`config.mk`:
```
export PLATFORM = sky130hd
export DESIGN_NAME = snapshot_frame_table_checker_top_flat
export DESIGN_NICKNAME = d
export VERILOG_FILES = /design/src/rtl/snfc_pkg.sv /design/src/rtl/snfc_rec_if.sv /design/src/rtl/snfc_res_if.sv /design/src/rtl/snfc_cfg.sv /design/src/rtl/snfc_core.sv /design/src/rtl/snapshot_frame_table_checker_top.sv /design/src/flat_wrapper.sv
export SDC_FILE = /design/constraint.sdc
export NUM_CORES = 2
export LEC_CHECK = 0
export BUFFER_PORTS_ARGS = -buffer_cell sky130_fd_sc_hd__buf_2
export CAP_MARGIN = 25
export CORE_AREA = 2 2 316 318
export DETAILED_ROUTE_END_ITERATION = 16
export DIE_AREA = 0 0 318 320
export PLACE_DENSITY = 0.83
export SLEW_MARGIN = 0
export SYNTH_ARGS = -nofsm -noshare
export SYNTH_HDL_FRONTEND = slang
export SYNTH_SLANG_ARGS = --single-unit
```
`constraint.sdc`:
```
create_clock -name clk -period 7.5 [get_ports clk]
set_input_delay 0.375 -clock clk [delete_from_list [all_inputs] [get_ports clk]]
set_output_delay 0.375 -clock clk [all_outputs]
set_load 0.01 [all_outputs]
```
`src/rtl/snfc_pkg.sv`:
```
`default_nettype none

package snfc_pkg;

    localparam int unsigned CNT_W   = 64;
    localparam int unsigned MAGIC_W = 32;
    localparam int unsigned BYTE_W  = 8;
    localparam int unsigned STAT_W  = 4;
    localparam int unsigned ADDR_W  = 4;
    localparam int unsigned DATA_W  = 32;

    // Fixed header bytes and bytes per descriptor entry (17 = 16 + 1).
    localparam logic [CNT_W-1:0] FIXED_HEAD = 64'd13;
    localparam int unsigned      DESC_SHIFT = 4;

    localparam logic [BYTE_W-1:0] FT_META     = 8'd0;
    localparam logic [BYTE_W-1:0] FT_NODES    = 8'd1;
    localparam logic [BYTE_W-1:0] FT_SESSIONS = 8'd2;

    localparam logic [BYTE_W-1:0] RST_VERSION    = 8'd8;
    localparam logic [BYTE_W-1:0] RST_MIN_CHUNKS = 8'd3;

    typedef enum logic [1:0] {
        PH_IDLE  = 2'd0,
        PH_CHECK = 2'd1,
        PH_DONE  = 2'd2,
        PH_ERROR = 2'd3
    } phase_t;

    typedef enum logic {
        OP_HEADER = 1'b0,
        OP_DESC   = 1'b1
    } op_t;

    typedef enum logic [1:0] {
        REG_MAGIC      = 2'd0,
        REG_VERSION    = 2'd1,
        REG_MIN_CHUNKS = 2'd2
    } reg_idx_t;

    typedef enum logic [STAT_W-1:0] {
        ST_OK          = 4'd0,
        ST_TOO_SMALL   = 4'd1,
        ST_MAGIC       = 4'd2,
        ST_VERSION     = 4'd3,
        ST_COUNT_BIG   = 4'd4,
        ST_COUNT_SMALL = 4'd5,
        ST_BAD_TYPE    = 4'd6,
        ST_FIRST       = 4'd7,
        ST_LAST        = 4'd8,
        ST_MIDDLE      = 4'd9,
        ST_IN_HEADER   = 4'd10,
        ST_BEYOND      = 4'd11,
        ST_OVERLAP     = 4'd12,
        ST_UNEXPECTED  = 4'd13
    } status_t;

    typedef struct packed {
        logic [MAGIC_W-1:0] magic;
        logic [BYTE_W-1:0]  version;
        logic [BYTE_W-1:0]  min_chunks;
    } cfg_t;

endpackage

`default_nettype wire

```
`src/rtl/snfc_rec_if.sv`:
```
`default_nettype none

interface snfc_rec_if;
    logic        valid;
    logic        ready;
    logic        op;
    logic [31:0] magic;
    logic [7:0]  version;
    logic [63:0] num_chunks;
    logic [63:0] buffer_size;
    logic [7:0]  frame_type;
    logic [63:0] frame_offset;
    logic [63:0] frame_size;

    modport source (
        output valid, op, magic, version, num_chunks, buffer_size,
               frame_type, frame_offset, frame_size,
        input  ready
    );
    modport sink (
        input  valid, op, magic, version, num_chunks, buffer_size,
               frame_type, frame_offset, frame_size,
        output ready
    );
endinterface

`default_nettype wire

```
`src/rtl/snfc_res_if.sv`:
```
`default_nettype none

interface snfc_res_if;
    logic        valid;
    logic        ready;
    logic [3:0]  status;
    logic [63:0] chunk_index;
    logic        last;
    logic [63:0] header_bytes;

    modport source (
        output valid, status, chunk_index, last, header_bytes,
        input  ready
    );
    modport sink (
        input  valid, status, chunk_index, last, header_bytes,
        output ready
    );
endinterface

`default_nettype wire

```
`src/rtl/snfc_cfg.sv`:
```
`default_nettype none

module snfc_cfg (
    input  wire logic                          clk,
    input  wire logic                          rst_n,
    input  wire logic                          psel,
    input  wire logic                          penable,
    input  wire logic                          pwrite,
    input  wire logic [snfc_pkg::ADDR_W-1:0]   paddr,
    input  wire logic [snfc_pkg::DATA_W-1:0]   pwdata,
    output logic      [snfc_pkg::DATA_W-1:0]   prdata,
    output logic                               pready,
    output snfc_pkg::cfg_t                     cfg
);

    snfc_pkg::cfg_t cfg_reg;
    snfc_pkg::cfg_t cfg_next;
    logic           wr_en;

    assign pready = 1'b1;
    assign wr_en  = psel && penable && pwrite;
    assign cfg    = cfg_reg;

    always_comb
    begin
        cfg_next = cfg_reg;
        if (wr_en)
        begin
            case (paddr[3:2])
                snfc_pkg::REG_MAGIC:      cfg_next.magic      = pwdata;
                snfc_pkg::REG_VERSION:    cfg_next.version    = pwdata[7:0];
                snfc_pkg::REG_MIN_CHUNKS: cfg_next.min_chunks = pwdata[7:0];
                default:                  cfg_next = cfg_reg;
            endcase
        end
    end

    always_comb
    begin
        case (paddr[3:2])
            snfc_pkg::REG_MAGIC:      prdata = cfg_reg.magic;
            snfc_pkg::REG_VERSION:    prdata = {24'd0, cfg_reg.version};
            snfc_pkg::REG_MIN_CHUNKS: prdata = {24'd0, cfg_reg.min_chunks};
            default:                  prdata = '0;
        endcase
    end

    always_ff @(posedge clk or negedge rst_n)
    begin
        if (!rst_n)
        begin
            cfg_reg.magic      <= '0;
            cfg_reg.version    <= snfc_pkg::RST_VERSION;
            cfg_reg.min_chunks <= snfc_pkg::RST_MIN_CHUNKS;
        end
        else
        begin
            cfg_reg <= cfg_next;
        end
    end

endmodule

`default_nettype wire

```
`src/rtl/snfc_core.sv`:
```
`default_nettype none

module snfc_core (
    input  wire logic           clk,
    input  wire logic           rst_n,
    input  wire snfc_pkg::cfg_t cfg,
    snfc_rec_if.sink            rec,
    snfc_res_if.source          res
);

    // Input stage.
    logic        s1_valid_reg;
    logic        s1_op_reg;
    logic [31:0] s1_magic_reg;
    logic [7:0]  s1_version_reg;
    logic [63:0] s1_count_reg;
    logic [63:0] s1_bufsz_reg;
    logic [7:0]  s1_type_reg;
    logic [63:0] s1_off_reg;
    logic [63:0] s1_size_reg;

    // Table state.
    snfc_pkg::phase_t phase_reg, phase_next;
    logic [63:0] next_index_reg, next_index_next;
    logic [63:0] count_reg, count_next;
    logic [63:0] count_m1_reg, count_m1_next;
    logic [63:0] hdr_len_reg, hdr_len_next;
    logic [63:0] buf_len_reg, buf_len_next;
    logic [63:0] last_end_reg, last_end_next;

    // Result stage.
    logic                 res_valid_reg;
    snfc_pkg::status_t    res_status_reg, res_status_next;
    logic [63:0]          res_index_reg, res_index_next;
    logic                 res_last_reg, res_last_next;
    logic [63:0]          res_hb_reg, res_hb_next;

    logic        proc;
    logic        rec_fire;
    logic        is_hdr;
    logic        in_check;
    logic [68:0] cnt_x17;
    logic [63:0] hb_w;
    logic [63:0] room_w;
    logic        hdr_too_big;
    logic [63:0] buf_left;
    logic        idx_first;
    logic        idx_final;
    logic        idx_middle;
    snfc_pkg::status_t hdr_status;
    snfc_pkg::status_t desc_status;
    snfc_pkg::status_t status_w;

    assign proc      = s1_valid_reg && (!res_valid_reg || res.ready);
    assign rec.ready = !s1_valid_reg || proc;
    assign rec_fire  = rec.valid && rec.ready;
    assign is_hdr    = (s1_op_reg == snfc_pkg::OP_HEADER);
    assign in_check  = (phase_reg == snfc_pkg::PH_CHECK);

    // count * 17 without overflow; count > (size - 13) / 17 iff 17 * count > size - 13.
    assign cnt_x17     = ({5'b00000, s1_count_reg} << snfc_pkg::DESC_SHIFT)
                         + {5'b00000, s1_count_reg};
    assign hb_w        = cnt_x17[63:0] + snfc_pkg::FIXED_HEAD;
    assign room_w      = s1_bufsz_reg - snfc_pkg::FIXED_HEAD;
    assign hdr_too_big = cnt_x17 > {5'b00000, room_w};

    assign buf_left   = buf_len_reg - s1_off_reg;
    assign idx_first  = (next_index_reg == 64'd0);
    assign idx_final  = (next_index_reg == count_m1_reg);
    assign idx_middle = !idx_first && (next_index_reg < count_m1_reg);

    // Status of the record in the input stage.
    always_comb
    begin
        if (s1_bufsz_reg < snfc_pkg::FIXED_HEAD)
            hdr_status = snfc_pkg::ST_TOO_SMALL;
        else if (s1_magic_reg != cfg.magic)
            hdr_status = snfc_pkg::ST_MAGIC;
        else if (s1_version_reg != cfg.version)
            hdr_status = snfc_pkg::ST_VERSION;
        else if (hdr_too_big)
            hdr_status = snfc_pkg::ST_COUNT_BIG;
        else if (s1_count_reg < {56'd0, cfg.min_chunks})
            hdr_status = snfc_pkg::ST_COUNT_SMALL;
        else
            hdr_status = snfc_pkg::ST_OK;

        if (s1_type_reg > snfc_pkg::FT_SESSIONS)
            desc_status = snfc_pkg::ST_BAD_TYPE;
        else if (idx_first && s1_type_reg != snfc_pkg::FT_META)
            desc_status = snfc_pkg::ST_FIRST;
        else if (idx_final && s1_type_reg != snfc_pkg::FT_SESSIONS)
            desc_status = snfc_pkg::ST_LAST;
        else if (idx_middle && s1_type_reg != snfc_pkg::FT_NODES)
            desc_status = snfc_pkg::ST_MIDDLE;
        else if (s1_off_reg < hdr_len_reg)
            desc_status = snfc_pkg::ST_IN_HEADER;
        else if (s1_off_reg > buf_len_reg || s1_size_reg > buf_left)
            desc_status = snfc_pkg::ST_BEYOND;
        else if (!idx_first && s1_off_reg < last_end_reg)
            desc_status = snfc_pkg::ST_OVERLAP;
        else
            desc_status = snfc_pkg::ST_OK;

        if (is_hdr)
            status_w = hdr_status;
        else if (in_check)
            status_w = desc_status;
        else
            status_w = snfc_pkg::ST_UNEXPECTED;
    end

    // Result fields.
    always_comb
    begin
        res_status_next = status_w;
        res_index_next  = (!is_hdr && in_check) ? next_index_reg : 64'd0;
        res_hb_next     = is_hdr ? hb_w : hdr_len_reg;
        if (status_w != snfc_pkg::ST_OK)
            res_last_next = 1'b0;
        else if (is_hdr)
            res_last_next = (s1_count_reg == 64'd0);
        else
            res_last_next = idx_final;
    end

    // Next table state.
    always_comb
    begin
        phase_next      = phase_reg;
        next_index_next = next_index_reg;
        count_next      = count_reg;
        count_m1_next   = count_m1_reg;
        hdr_len_next    = hdr_len_reg;
        buf_len_next    = buf_len_reg;
        last_end_next   = last_end_reg;
        if (proc)
        begin
            if (is_hdr)
            begin
                if (hdr_status == snfc_pkg::ST_OK)
                begin
                    count_next      = s1_count_reg;
                    count_m1_next   = s1_count_reg - 64'd1;
                    hdr_len_next    = hb_w;
                    buf_len_next    = s1_bufsz_reg;
                    last_end_next   = '0;
                    next_index_next = '0;
                    phase_next      = (s1_count_reg == 64'd0) ? snfc_pkg::PH_DONE
                                                              : snfc_pkg::PH_CHECK;
                end
                else
                begin
                    phase_next = snfc_pkg::PH_ERROR;
                end
            end
            else if (in_check)
            begin
                if (desc_status == snfc_pkg::ST_OK)
                begin
                    last_end_next   = s1_off_reg + s1_size_reg;
                    next_index_next = next_index_reg + 64'd1;
                    if (idx_final)
                        phase_next = snfc_pkg::PH_DONE;
                end
                else
                begin
                    phase_next = snfc_pkg::PH_ERROR;
                end
            end
        end
    end

    always_ff @(posedge clk or negedge rst_n)
    begin
        if (!rst_n)
        begin
            s1_valid_reg   <= 1'b0;
            res_valid_reg  <= 1'b0;
            phase_reg      <= snfc_pkg::PH_IDLE;
            next_index_reg <= '0;
            count_reg      <= '0;
            count_m1_reg   <= '0;
            hdr_len_reg    <= '0;
            buf_len_reg    <= '0;
            last_end_reg   <= '0;
        end
        else
        begin
            if (rec_fire)
                s1_valid_reg <= 1'b1;
            else if (proc)
                s1_valid_reg <= 1'b0;

            if (proc)
                res_valid_reg <= 1'b1;
            else if (res.ready)
                res_valid_reg <= 1'b0;

            phase_reg      <= phase_next;
            next_index_reg <= next_index_next;
            count_reg      <= count_next;
            count_m1_reg   <= count_m1_next;
            hdr_len_reg    <= hdr_len_next;
            buf_len_reg    <= buf_len_next;
            last_end_reg   <= last_end_next;
        end
    end

    always_ff @(posedge clk)
    begin
        if (rec_fire)
        begin
            s1_op_reg      <= rec.op;
            s1_magic_reg   <= rec.magic;
            s1_version_reg <= rec.version;
            s1_count_reg   <= rec.num_chunks;
            s1_bufsz_reg   <= rec.buffer_size;
            s1_type_reg    <= rec.frame_type;
            s1_off_reg     <= rec.frame_offset;
            s1_size_reg    <= rec.frame_size;
        end
        if (proc)
        begin
            res_status_reg <= res_status_next;
            res_index_reg  <= res_index_next;
            res_last_reg   <= res_last_next;
            res_hb_reg     <= res_hb_next;
        end
    end

    assign res.valid        = res_valid_reg;
    assign res.status       = res_status_reg;
    assign res.chunk_index  = res_index_reg;
    assign res.last         = res_last_reg;
    assign res.header_bytes = res_hb_reg;

    // Only a header beat may leave the error phase.
    a_error_sticky: assert property (@(posedge clk) disable iff (!rst_n)
        (phase_reg == snfc_pkg::PH_ERROR && proc && !is_hdr)
        |=> (phase_reg == snfc_pkg::PH_ERROR))
        else $error("error phase left without a header");

    // While checking, the descriptor index never passes the final entry.
    a_index_bound: assert property (@(posedge clk) disable iff (!rst_n)
        (phase_reg == snfc_pkg::PH_CHECK) |-> (next_index_reg <= count_m1_reg))
        else $error("descriptor index past final entry");

    // A completed table is only reported with a clean status.
    a_last_ok: assert property (@(posedge clk) disable iff (!rst_n)
        (res_valid_reg && res_last_reg) |-> (res_status_reg == snfc_pkg::ST_OK))
        else $error("last flagged on a failing record");

    // A record stalled behind a full result stage stays in the input stage.
    a_s1_hold: assert property (@(posedge clk) disable iff (!rst_n)
        (s1_valid_reg && !proc) |=> (s1_valid_reg && $stable(s1_off_reg)))
        else $error("input stage lost a stalled record");

    // Table state only moves when a record is processed.
    a_state_quiet: assert property (@(posedge clk) disable iff (!rst_n)
        !proc |=> ($stable(next_index_reg) && $stable(hdr_len_reg)))
        else $error("table state changed without a record");

endmodule

`default_nettype wire

```
`src/rtl/snapshot_frame_table_checker_top.sv`:
```
// Channel  Role    Beat contents
// rec      sink    op, magic, version, num_chunks, buffer_size, frame_type,
//                  frame_offset, frame_size
// res      source  status, chunk_index, last, header_bytes
// apb      slave   expected_magic @0x0, expected_version @0x4, min_chunks @0x8
//
// Each record passes the input register and then the result register before
// its result is offered. The checks against the stored table state are
// combinational, so one record is taken per cycle while results are drained.
// A stalled result holds the input register; rec.ready drops only when both
// stages are full. Reset is asynchronous, needs no clearing pass.
`default_nettype none

module snapshot_frame_table_checker_top (
    input  wire logic                          clk,
    input  wire logic                          rst_n,
    snfc_rec_if.sink                           rec,
    snfc_res_if.source                         res,
    input  wire logic                          psel,
    input  wire logic                          penable,
    input  wire logic                          pwrite,
    input  wire logic [snfc_pkg::ADDR_W-1:0]   paddr,
    input  wire logic [snfc_pkg::DATA_W-1:0]   pwdata,
    output logic      [snfc_pkg::DATA_W-1:0]   prdata,
    output logic                               pready
);

    snfc_pkg::cfg_t cfg;

    snfc_cfg u_cfg (
        .clk     (clk),
        .rst_n   (rst_n),
        .psel    (psel),
        .penable (penable),
        .pwrite  (pwrite),
        .paddr   (paddr),
        .pwdata  (pwdata),
        .prdata  (prdata),
        .pready  (pready),
        .cfg     (cfg)
    );

    snfc_core u_core (
        .clk   (clk),
        .rst_n (rst_n),
        .cfg   (cfg),
        .rec   (rec),
        .res   (res)
    );

endmodule

`default_nettype wire
```
`src/flat_wrapper.sv`:
```
// flat-port wrapper written by rule: the top's interface ports become plain ports
module snapshot_frame_table_checker_top_flat 
  (clk, rst_n, psel, penable, pwrite, paddr, pwdata, prdata, pready, rec_valid, rec_op, rec_magic, rec_version, rec_num_chunks, rec_buffer_size, rec_frame_type, rec_frame_offset, rec_frame_size, rec_ready, res_valid, res_status, res_chunk_index, res_last, res_header_bytes, res_ready);
  snfc_rec_if rec_i ();
  snfc_res_if res_i ();
  input  wire logic clk;
  input  wire logic rst_n;
  input  wire logic psel;
  input  wire logic penable;
  input  wire logic pwrite;
  input  wire logic [snfc_pkg::ADDR_W-1:0] paddr;
  input  wire logic [snfc_pkg::DATA_W-1:0] pwdata;
  output logic      [snfc_pkg::DATA_W-1:0] prdata;
  output logic pready;
  input wire logic [$bits(rec_i.valid)-1:0] rec_valid;
  input wire logic [$bits(rec_i.op)-1:0] rec_op;
  input wire logic [$bits(rec_i.magic)-1:0] rec_magic;
  input wire logic [$bits(rec_i.version)-1:0] rec_version;
  input wire logic [$bits(rec_i.num_chunks)-1:0] rec_num_chunks;
  input wire logic [$bits(rec_i.buffer_size)-1:0] rec_buffer_size;
  input wire logic [$bits(rec_i.frame_type)-1:0] rec_frame_type;
  input wire logic [$bits(rec_i.frame_offset)-1:0] rec_frame_offset;
  input wire logic [$bits(rec_i.frame_size)-1:0] rec_frame_size;
  output wire logic [$bits(rec_i.ready)-1:0] rec_ready;
  output wire logic [$bits(res_i.valid)-1:0] res_valid;
  output wire logic [$bits(res_i.status)-1:0] res_status;
  output wire logic [$bits(res_i.chunk_index)-1:0] res_chunk_index;
  output wire logic [$bits(res_i.last)-1:0] res_last;
  output wire logic [$bits(res_i.header_bytes)-1:0] res_header_bytes;
  input wire logic [$bits(res_i.ready)-1:0] res_ready;
  assign rec_i.valid = rec_valid;
  assign rec_i.op = rec_op;
  assign rec_i.magic = rec_magic;
  assign rec_i.version = rec_version;
  assign rec_i.num_chunks = rec_num_chunks;
  assign rec_i.buffer_size = rec_buffer_size;
  assign rec_i.frame_type = rec_frame_type;
  assign rec_i.frame_offset = rec_frame_offset;
  assign rec_i.frame_size = rec_frame_size;
  assign rec_ready = rec_i.ready;
  assign res_valid = res_i.valid;
  assign res_status = res_i.status;
  assign res_chunk_index = res_i.chunk_index;
  assign res_last = res_i.last;
  assign res_header_bytes = res_i.header_bytes;
  assign res_i.ready = res_ready;
  snapshot_frame_table_checker_top u_core (.clk(clk), .rst_n(rst_n), .rec(rec_i), .res(res_i), .psel(psel), .penable(penable), .pwrite(pwrite), .paddr(paddr), .pwdata(pwdata), .prdata(prdata), .pready(pready));
endmodule
```
Yosys cells after proc, flatten, opt, wreduce, memory -nomap -nowiden
Index checks and enable logic that the tools add are counted.
{ "totals": {"output_inout_bits": 168, "wordCells": 117, "regBits": 810, "inputBits": 348} }
{ "classes": {"n_mux": 34, "addsub": 7, "n_bitwise": 1, "order_cmp": 9, "n_eq_ne": 11, "n_reduce_logical": 32} }
{ "op_table": {"columns": ["cell", "n"], "rows": [
  ["64-bit two-way mux", 8],
  ["64-bit < comparator", 3],
  ["64-bit greater-than comparator", 2],
  ["64-bit zero test", 2],
  ["32-bit case mux with 3 select lines", 1],
  ["68-bit by 64-bit adder with 69-bit output", 1],
  ["69-bit by 64-bit greater-than comparator with 1-bit output", 1],
  ["64-bit by 1-bit adder with 64-bit output (second input constant)", 1],
  ["64-bit by 4-bit adder with 64-bit output (second input constant)", 1],
  ["64-bit adder", 1],
  ["64-bit == test", 1],
  ["64-bit by 4-bit < comparator with 1-bit output (second input constant)", 1],
  ["64-bit by 8-bit < comparator with 1-bit output", 1],
  ["64-bit by 1-bit subtractor with 64-bit output (second input constant)", 1],
  ["64-bit by 4-bit subtractor with 64-bit output (second input constant)", 1],
  ["64-bit subtractor", 1],
  ["4-bit two-way mux", 11],
  ["32-bit != test", 1],
  ["2-bit two-way mux", 6],
  ["1-bit logical AND", 10],
  ["3-bit two-way mux", 3],
  ["8-bit by 2-bit greater-than comparator with 1-bit output (second input constant)", 1],
  ["4-bit zero test", 2],
  ["8-bit by 1-bit != test with 1-bit output (second input constant)", 1],
  ["other kinds (17)", 32]
]} }

Longest topological paths before layout
{ "logic_depth": {"depth_word": 14, "mapped_depth": 32, "depth_no_buf": 29} }

Hierarchy
Synthesis repeated with hierarchy kept, for this count alone.
{ "unflattened": {"cells_unflattened": 5358, "area_unflattened_um2": 53062.1} }
{ "modules_own_cells": {"columns": ["module", "instances", "seq_area_each_um2", "cells_each", "area_per_inst_um2"], "rows": [
  ["snfc_core", 1, 21235.4, 5198, 50881.3],
  ["snfc_cfg", 1, 1204.9, 160, 2180.8]
]} }

Worst setup path before layout
OpenSTA, ideal clock, no wires.
{ "synth_timing": {"kind": "register to register", "from": "register u_core.u_core.res_valid_reg, in the netlist u_core.u_core.res.valid", "to": "register u_core.u_core.s1_bufsz_reg[0] (enable)", "path_stages_with_launch": 3, "setup_ns": 0.706, "synth_period_minus_slack_ns": 8.264, "t_required_ns": 6.794, "path_buffers": 0, "t_arrival_ns": 7.558, "slack_ns": -0.764, "path_cell_list": "dfrtp_1 nand3b_1 and2_1"} }
{ "synth_via": {"elab_chain_len": 5} }
{ "synth_rtl": {"columns": ["item", "line", "source"], "rows": [
  ["start: declaration", "snfc_core.sv:32", "logic res_valid_reg;"],
  ["start signal: assignment", "snfc_core.sv:179", "res_valid_reg <= 1'b0;"],
  ["start signal: assignment", "snfc_core.sv:196", "res_valid_reg <= 1'b1;"],
  ["start signal: assignment", "snfc_core.sv:198", "res_valid_reg <= 1'b0;"],
  ["1-bit zero test", "snfc_core.sv:54", "assign proc = s1_valid_reg && (!res_valid_reg || res.ready);"],
  ["1-bit logical OR", "snfc_core.sv:54", null],
  ["1-bit logical AND", "snfc_core.sv:54", null],
  ["1-bit logical OR", "snfc_core.sv:55", "assign rec.ready = !s1_valid_reg || proc;"],
  ["via rec_ready", "flat_wrapper.sv:24", "output wire logic [$bits(rec_i.ready)-1:0] rec_ready;"],
  ["1-bit logical AND", "snfc_core.sv:56", "assign rec_fire = rec.valid && rec.ready;"],
  ["via u_core.u_core.rec_fire", "snfc_core.sv:39", "logic rec_fire;"],
  ["end signal: assignment", "snfc_core.sv:218", "s1_bufsz_reg <= rec.buffer_size;"],
  ["end: declaration", "snfc_core.sv:17", "logic [63:0] s1_bufsz_reg;"]
]} }
The timed path passes the listed nets, and every way through them passes these cells.
A chain may end at the register's enable or synchronous reset.

Worst setup path after layout
{ "layout_timing": {"from": "register u_core.u_core.s1_off_reg[0]", "to": "register u_core.u_core.last_end_reg[2]"} }
{ "layout_via": {"elab_chain_len": 12, "word_cells_on_any_way": 21, "classes_between": "add/sub: 2; order compare: 4; eq/ne: 1; mux: 10; reduce/logical: 4"} }
{ "layout_rtl": {"columns": ["item", "line", "source"], "rows": [
  ["start: declaration", "snfc_core.sv:19", "logic [63:0] s1_off_reg;"],
  ["start signal: assignment", "snfc_core.sv:220", "s1_off_reg <= rec.frame_offset;"],
  ["64-bit subtractor or 64-bit < comparator (tied branches)", "snfc_core.sv:67, snfc_core.sv:100", null],
  ["64-bit greater-than comparator or 1-bit logical AND (tied branches)", "snfc_core.sv:98, snfc_core.sv:100", null],
  ["1-bit logical OR or 4-bit two-way mux (tied branches)", "snfc_core.sv:98, snfc_core.sv:100", null],
  ["4-bit two-way mux", "snfc_core.sv:98", "else if (s1_off_reg > buf_len_reg || s1_size_reg > buf_left)"],
  ["4-bit two-way mux", "snfc_core.sv:96", "else if (s1_off_reg < hdr_len_reg)"],
  ["4-bit two-way mux", "snfc_core.sv:94", "else if (idx_middle && s1_type_reg != snfc_pkg::FT_NODES)"],
  ["4-bit two-way mux", "snfc_core.sv:92", "else if (idx_final && s1_type_reg != snfc_pkg::FT_SESSIONS)"],
  ["4-bit two-way mux", "snfc_core.sv:90", "else if (idx_first && s1_type_reg != snfc_pkg::FT_META)"],
  ["4-bit two-way mux", "snfc_core.sv:88", "if (s1_type_reg > snfc_pkg::FT_SESSIONS)"],
  ["4-bit zero test", "snfc_core.sv:159", "if (desc_status == snfc_pkg::ST_OK)"],
  ["2-bit by 1-bit != test with 1-bit output (no line)", null, null],
  ["4-bit AND reduction (no line)", null, null],
  ["end signal: assignment", "snfc_core.sv:206", "last_end_reg <= last_end_next;"],
  ["end: declaration", "snfc_core.sv:29", "logic [63:0] last_end_reg, last_end_next;"]
]} }
Parallel ways exist; a longest one is shown, timed or not. The select of a mux whose other input is x is not followed.

==> results.md <==
* Post-Syn Instances at 5616
* Routed WL at 177100 µm
* First-pass GRT wire length at 268600 µm
* Initial antenna violation count at 12
* Seq/Total Area, Yosys at 0.4172
* Placer Congestion at 0.9509
* Critical setup path kind: reg -> reg
* Hold_sp: penable
* Outcome: complete, no violations
* Share of cells above drive strength 1 at 0.1418
* P&R area growth vs syn at 19.87%
* Placed insts at 7322
* Synthesized area at 0.05379 mm²
* Fin crit share at 0.9586
* Fin area at 0.06448 mm²
* WP data required at just over 8000 ps
* Die Ht at 320 µm
* DP HPWL at between 100000 and 150000 µm
* Crit-path slowest cell: edfxtp_1
* Ys flop type: edfxtp_1
* TritonRoute pass-1 iters at 6
* Final setup fails at 0
* # nets final at 7338
* DIE AREA at between 0.1 and 0.15 mm²
* Fill cells at 7403
* Synth area leader: edfxtp_1
* Worst Setup Start Kind: register
* Synth Area in XOR/XNOR at 0.05957
* Peak Freq at 139.1 MHz
* RSZ-0062 raised after global routing: false
* Leakage power at 0.02834 µW
* Maximum vdd drop at 0.2162 mV
* Largest family of logic cells by synthesized area: simple AND/OR/NAND/NOR gates
* Adder-cell share of the synthesized area at 0.1218
* Syn_nets at 6485
* Area after DPL at slightly below 0.06 mm²
* Worst setup EP type: register
* Flops & latches, synth at 809
* Slew @ Worst Pin at around 1300 ps
* Flop2flop setup slack at 310 ps
* R2R Path Start: u_core.u_core.s1_off_reg[0]$_DFFE_PP_
* Initial detailed-routing violation count at about 4400
* Row cnt at 115
* Worst Skew at 33.65 ps
* Final hold slack at approximately 280 ps
* Final hold viol count at 0
* Compound-Gate Fraction of Synth Area at 0.1632
* Routed via count at 48020
* Async SR Flop Fraction at 0.4586
* Via density at 6.125
* Slew Limit Fails at 0
* CTS tree: yes
* Clock root buffer: clkbuf_16
* Overall Power at 12380 µW
* Top cells by area, synth: edfxtp_1, dfrtp_1, ha_1, nand2_1, xnor2_1
* Core area at 0.09799 mm²
* Number of synthesized flops with an enable pin at 438
* Clock Sinks at slightly above 800
* Longest Clk Path Bufs at 3
* Final setup TNS at 0 ps
* IO Pins at between 500 and 600
* Max stage delay on crit path at 480 ps
* Cell Count, Final, Fillers Out at 7840
* FF-to-FF path depth at 31
* Crit path max fanout at 31
* Largest net degree at the start of global routing at 151
* Mux contribution to synthesized area at 0.01840
* Synth top area share at 0.2445
* Yosys warns at 0
* Initial Util at 0.5490
* Clock-pin slew on the worst setup and hold paths at 70 ps
* GRT Overall Usage at 0.3398
* Antenna Violating Nets Remaining at 0
* # port buffers at just over 500
* WP data arrival at 7770 ps
* Syn Area/Cell at 9.578 µm²
* Number of buffers created by CTS at 88
* Endpoint, Worst Hold: u_core.u_cfg.cfg[13]$_DFFE_PN0P_
* Per-cell routed wire length at 22.59 µm
* P per Cell Area at just under 200 mW/mm²
* Drt drc at 0
* Worst-Skew Late Latency at 690 ps
* HP Class: in -> reg
* Min Tclk post-route at about 7200 ps
* H-tree depth at 3
* Remaining Overflow, GRT at 0
* Vias in the first global route at 47240
* Max Cap Viol at 0
* Simple-gate share of the synthesized area at 0.1790
* Crit Reg-Reg Endpoint: u_core.u_core.last_end_reg[2]$_DFFE_PN0P_
* Relative slew margins at 0.1150
* Die Width at 318 µm
* Hold path depth at 4
* Yosys cell types at 112
[worst max path at each step]
stage,from,to,slack (ps)
after floorplan,u_core.u_core.s1_count_reg[3]$_DFFE_PP_,u_core.u_core.count_m1_reg[54]$_DFFE_PN0P_,1420
after global placement,u_core.u_core.s1_count_reg[4]$_DFFE_PP_,u_core.u_core.next_index_reg[30]$_DFFE_PN0P_,490
after detailed placement,u_core.u_core.s1_count_reg[4]$_DFFE_PP_,u_core.u_core.next_index_reg[25]$_DFFE_PN0P_,340
after CTS,u_core.u_core.s1_count_reg[4]$_DFFE_PP_,u_core.u_core.next_index_reg[30]$_DFFE_PN0P_,290
after global routing,u_core.u_core.s1_count_reg[11]$_DFFE_PP_,u_core.u_core.next_index_reg[30]$_DFFE_PN0P_,40
final,u_core.u_core.s1_off_reg[0]$_DFFE_PP_,u_core.u_core.last_end_reg[2]$_DFFE_PN0P_,310
[worst max-delay path: cells and delay by family, from the launching register on]
kind            cells  cell delay [ps]
xor+xnor            1              120
fa+ha+maj           3              810
compound gates     14             3210
buf+inv             4              740
simple gates        9             1640
flops               1              480
[cells in the final DEF, fill, tap and decap left out, types with 85 or more instances in the layout]
cell type,synthesis,routed
nand2_1,709,708
ha_1,518,518
buf_2,52,512
edfxtp_1,438,438
dfrtp_1,368,368
inv_1,357,356
a21oi_1,344,343
dlygate4sd3_1,0,341
o21ai_0,332,332
nor2_1,277,276
a21o_1,221,221
xnor2_1,197,197
xor2_1,167,167
nand3_1,138,138
nand4_1,120,120
nor3_1,117,116
and2_1,118,116
clkbuf_16,0,88
buf_4,18,85
[kinds of logic (layout without fill, tap and decap cells)]
| group | Yosys count | count (layout) |
|---|---|---|
| mux | 89 | 89 |
| compound gates | 1374 | 1374 |
| xor+xnor | 365 | 365 |
| simple gates | 1909 | 1909 |
| buf+inv | 547 | 1475 |
| other cells | 1 | 10 |
| fa+ha+maj | 522 | 522 |
| flops | 809 | 809 |
[synthesized netlist by cell type, drive strengths merged, types with 7 or more instances]
| library cell | instances |
|---|---|
| nor3 | 120 |
| a311oi | 8 |
| dfrtp | 368 |
| clkbuf | 115 |
| or2 | 23 |
| xor2 | 167 |
| o22ai | 8 |
| and4 | 28 |
| xnor2 | 198 |
| a31o | 8 |
| a21oi | 345 |
| o41ai | 11 |
| nand4 | 124 |
| a21boi | 13 |
| nand2 | 709 |
| or4b | 13 |
| o21ai | 372 |
| nor4 | 93 |
| o31ai | 70 |
| nand3 | 139 |
| a221oi | 7 |
| a211o | 24 |
| mux2i | 13 |
| o211ai | 44 |
| nand2b | 48 |
| nor2b | 41 |
| a221o | 7 |
| a21o | 222 |
| or4 | 38 |
| nor2 | 278 |
| o21bai | 29 |
| inv | 357 |
| and3 | 57 |
| a211oi | 45 |
| nand3b | 12 |
| ha | 518 |
| buf | 75 |
| and2 | 120 |
| a31oi | 34 |
| or3 | 48 |
| mux2 | 76 |
| o21a | 46 |
| edfxtp | 438 |
| a2111oi | 16 |
[layer usage]
layer  global-route usage  wire, µm  up-vias
li1                     -         -    22180
met3              0.04521     13940      532
met2               0.5494     81280     2244
met5                    0        13        -
met1               0.4356     70430    23060
met4               0.2069     11470        2
[stage by stage]
step	util	setup WS, ps
2_1_floorplan	-	1420
3_3_place_gp	0.5921	491.5
3_5_place_dp	0.5924	336.2
4_1_cts	0.6574	289.2
5_1_grt	0.6580	35.77
6_report	0.6580	310.5
[where the power goes]
part | switching (µW) | total, µW | internal (µW)
combinational | 1500 | 2560 | 1070
clock | 1950 | 4540 | 2590
sequential | 291 | 5280 | 4990
[what timing repair did]
item                                    in CTS  in global routing
hold endpoints to repair                   447                  0
resized for setup                            0                  5
endpoints found under the setup margin       0                 91
buffers inserted                             0                  2
hold buffers                               341                  0
[final cells by class]
type | instances | area, µm² | share of cell area
Antenna cell | 9 | 22.52 | 0.0003493
Tap cell | 1287 | 1610 | 0.02497
Clock inverter | 50 | 554.3 | 0.008596
Timing Repair Buffer | 953 | 6893 | 0.1069
Clock buffer | 115 | 2404 | 0.03728
Inverter | 357 | 1341 | 0.02080
Sequential cell | 809 | 22440 | 0.3480
Multi-Input combinational cell | 4260 | 29210 | 0.4531
(Power assumes the default switching activity.)
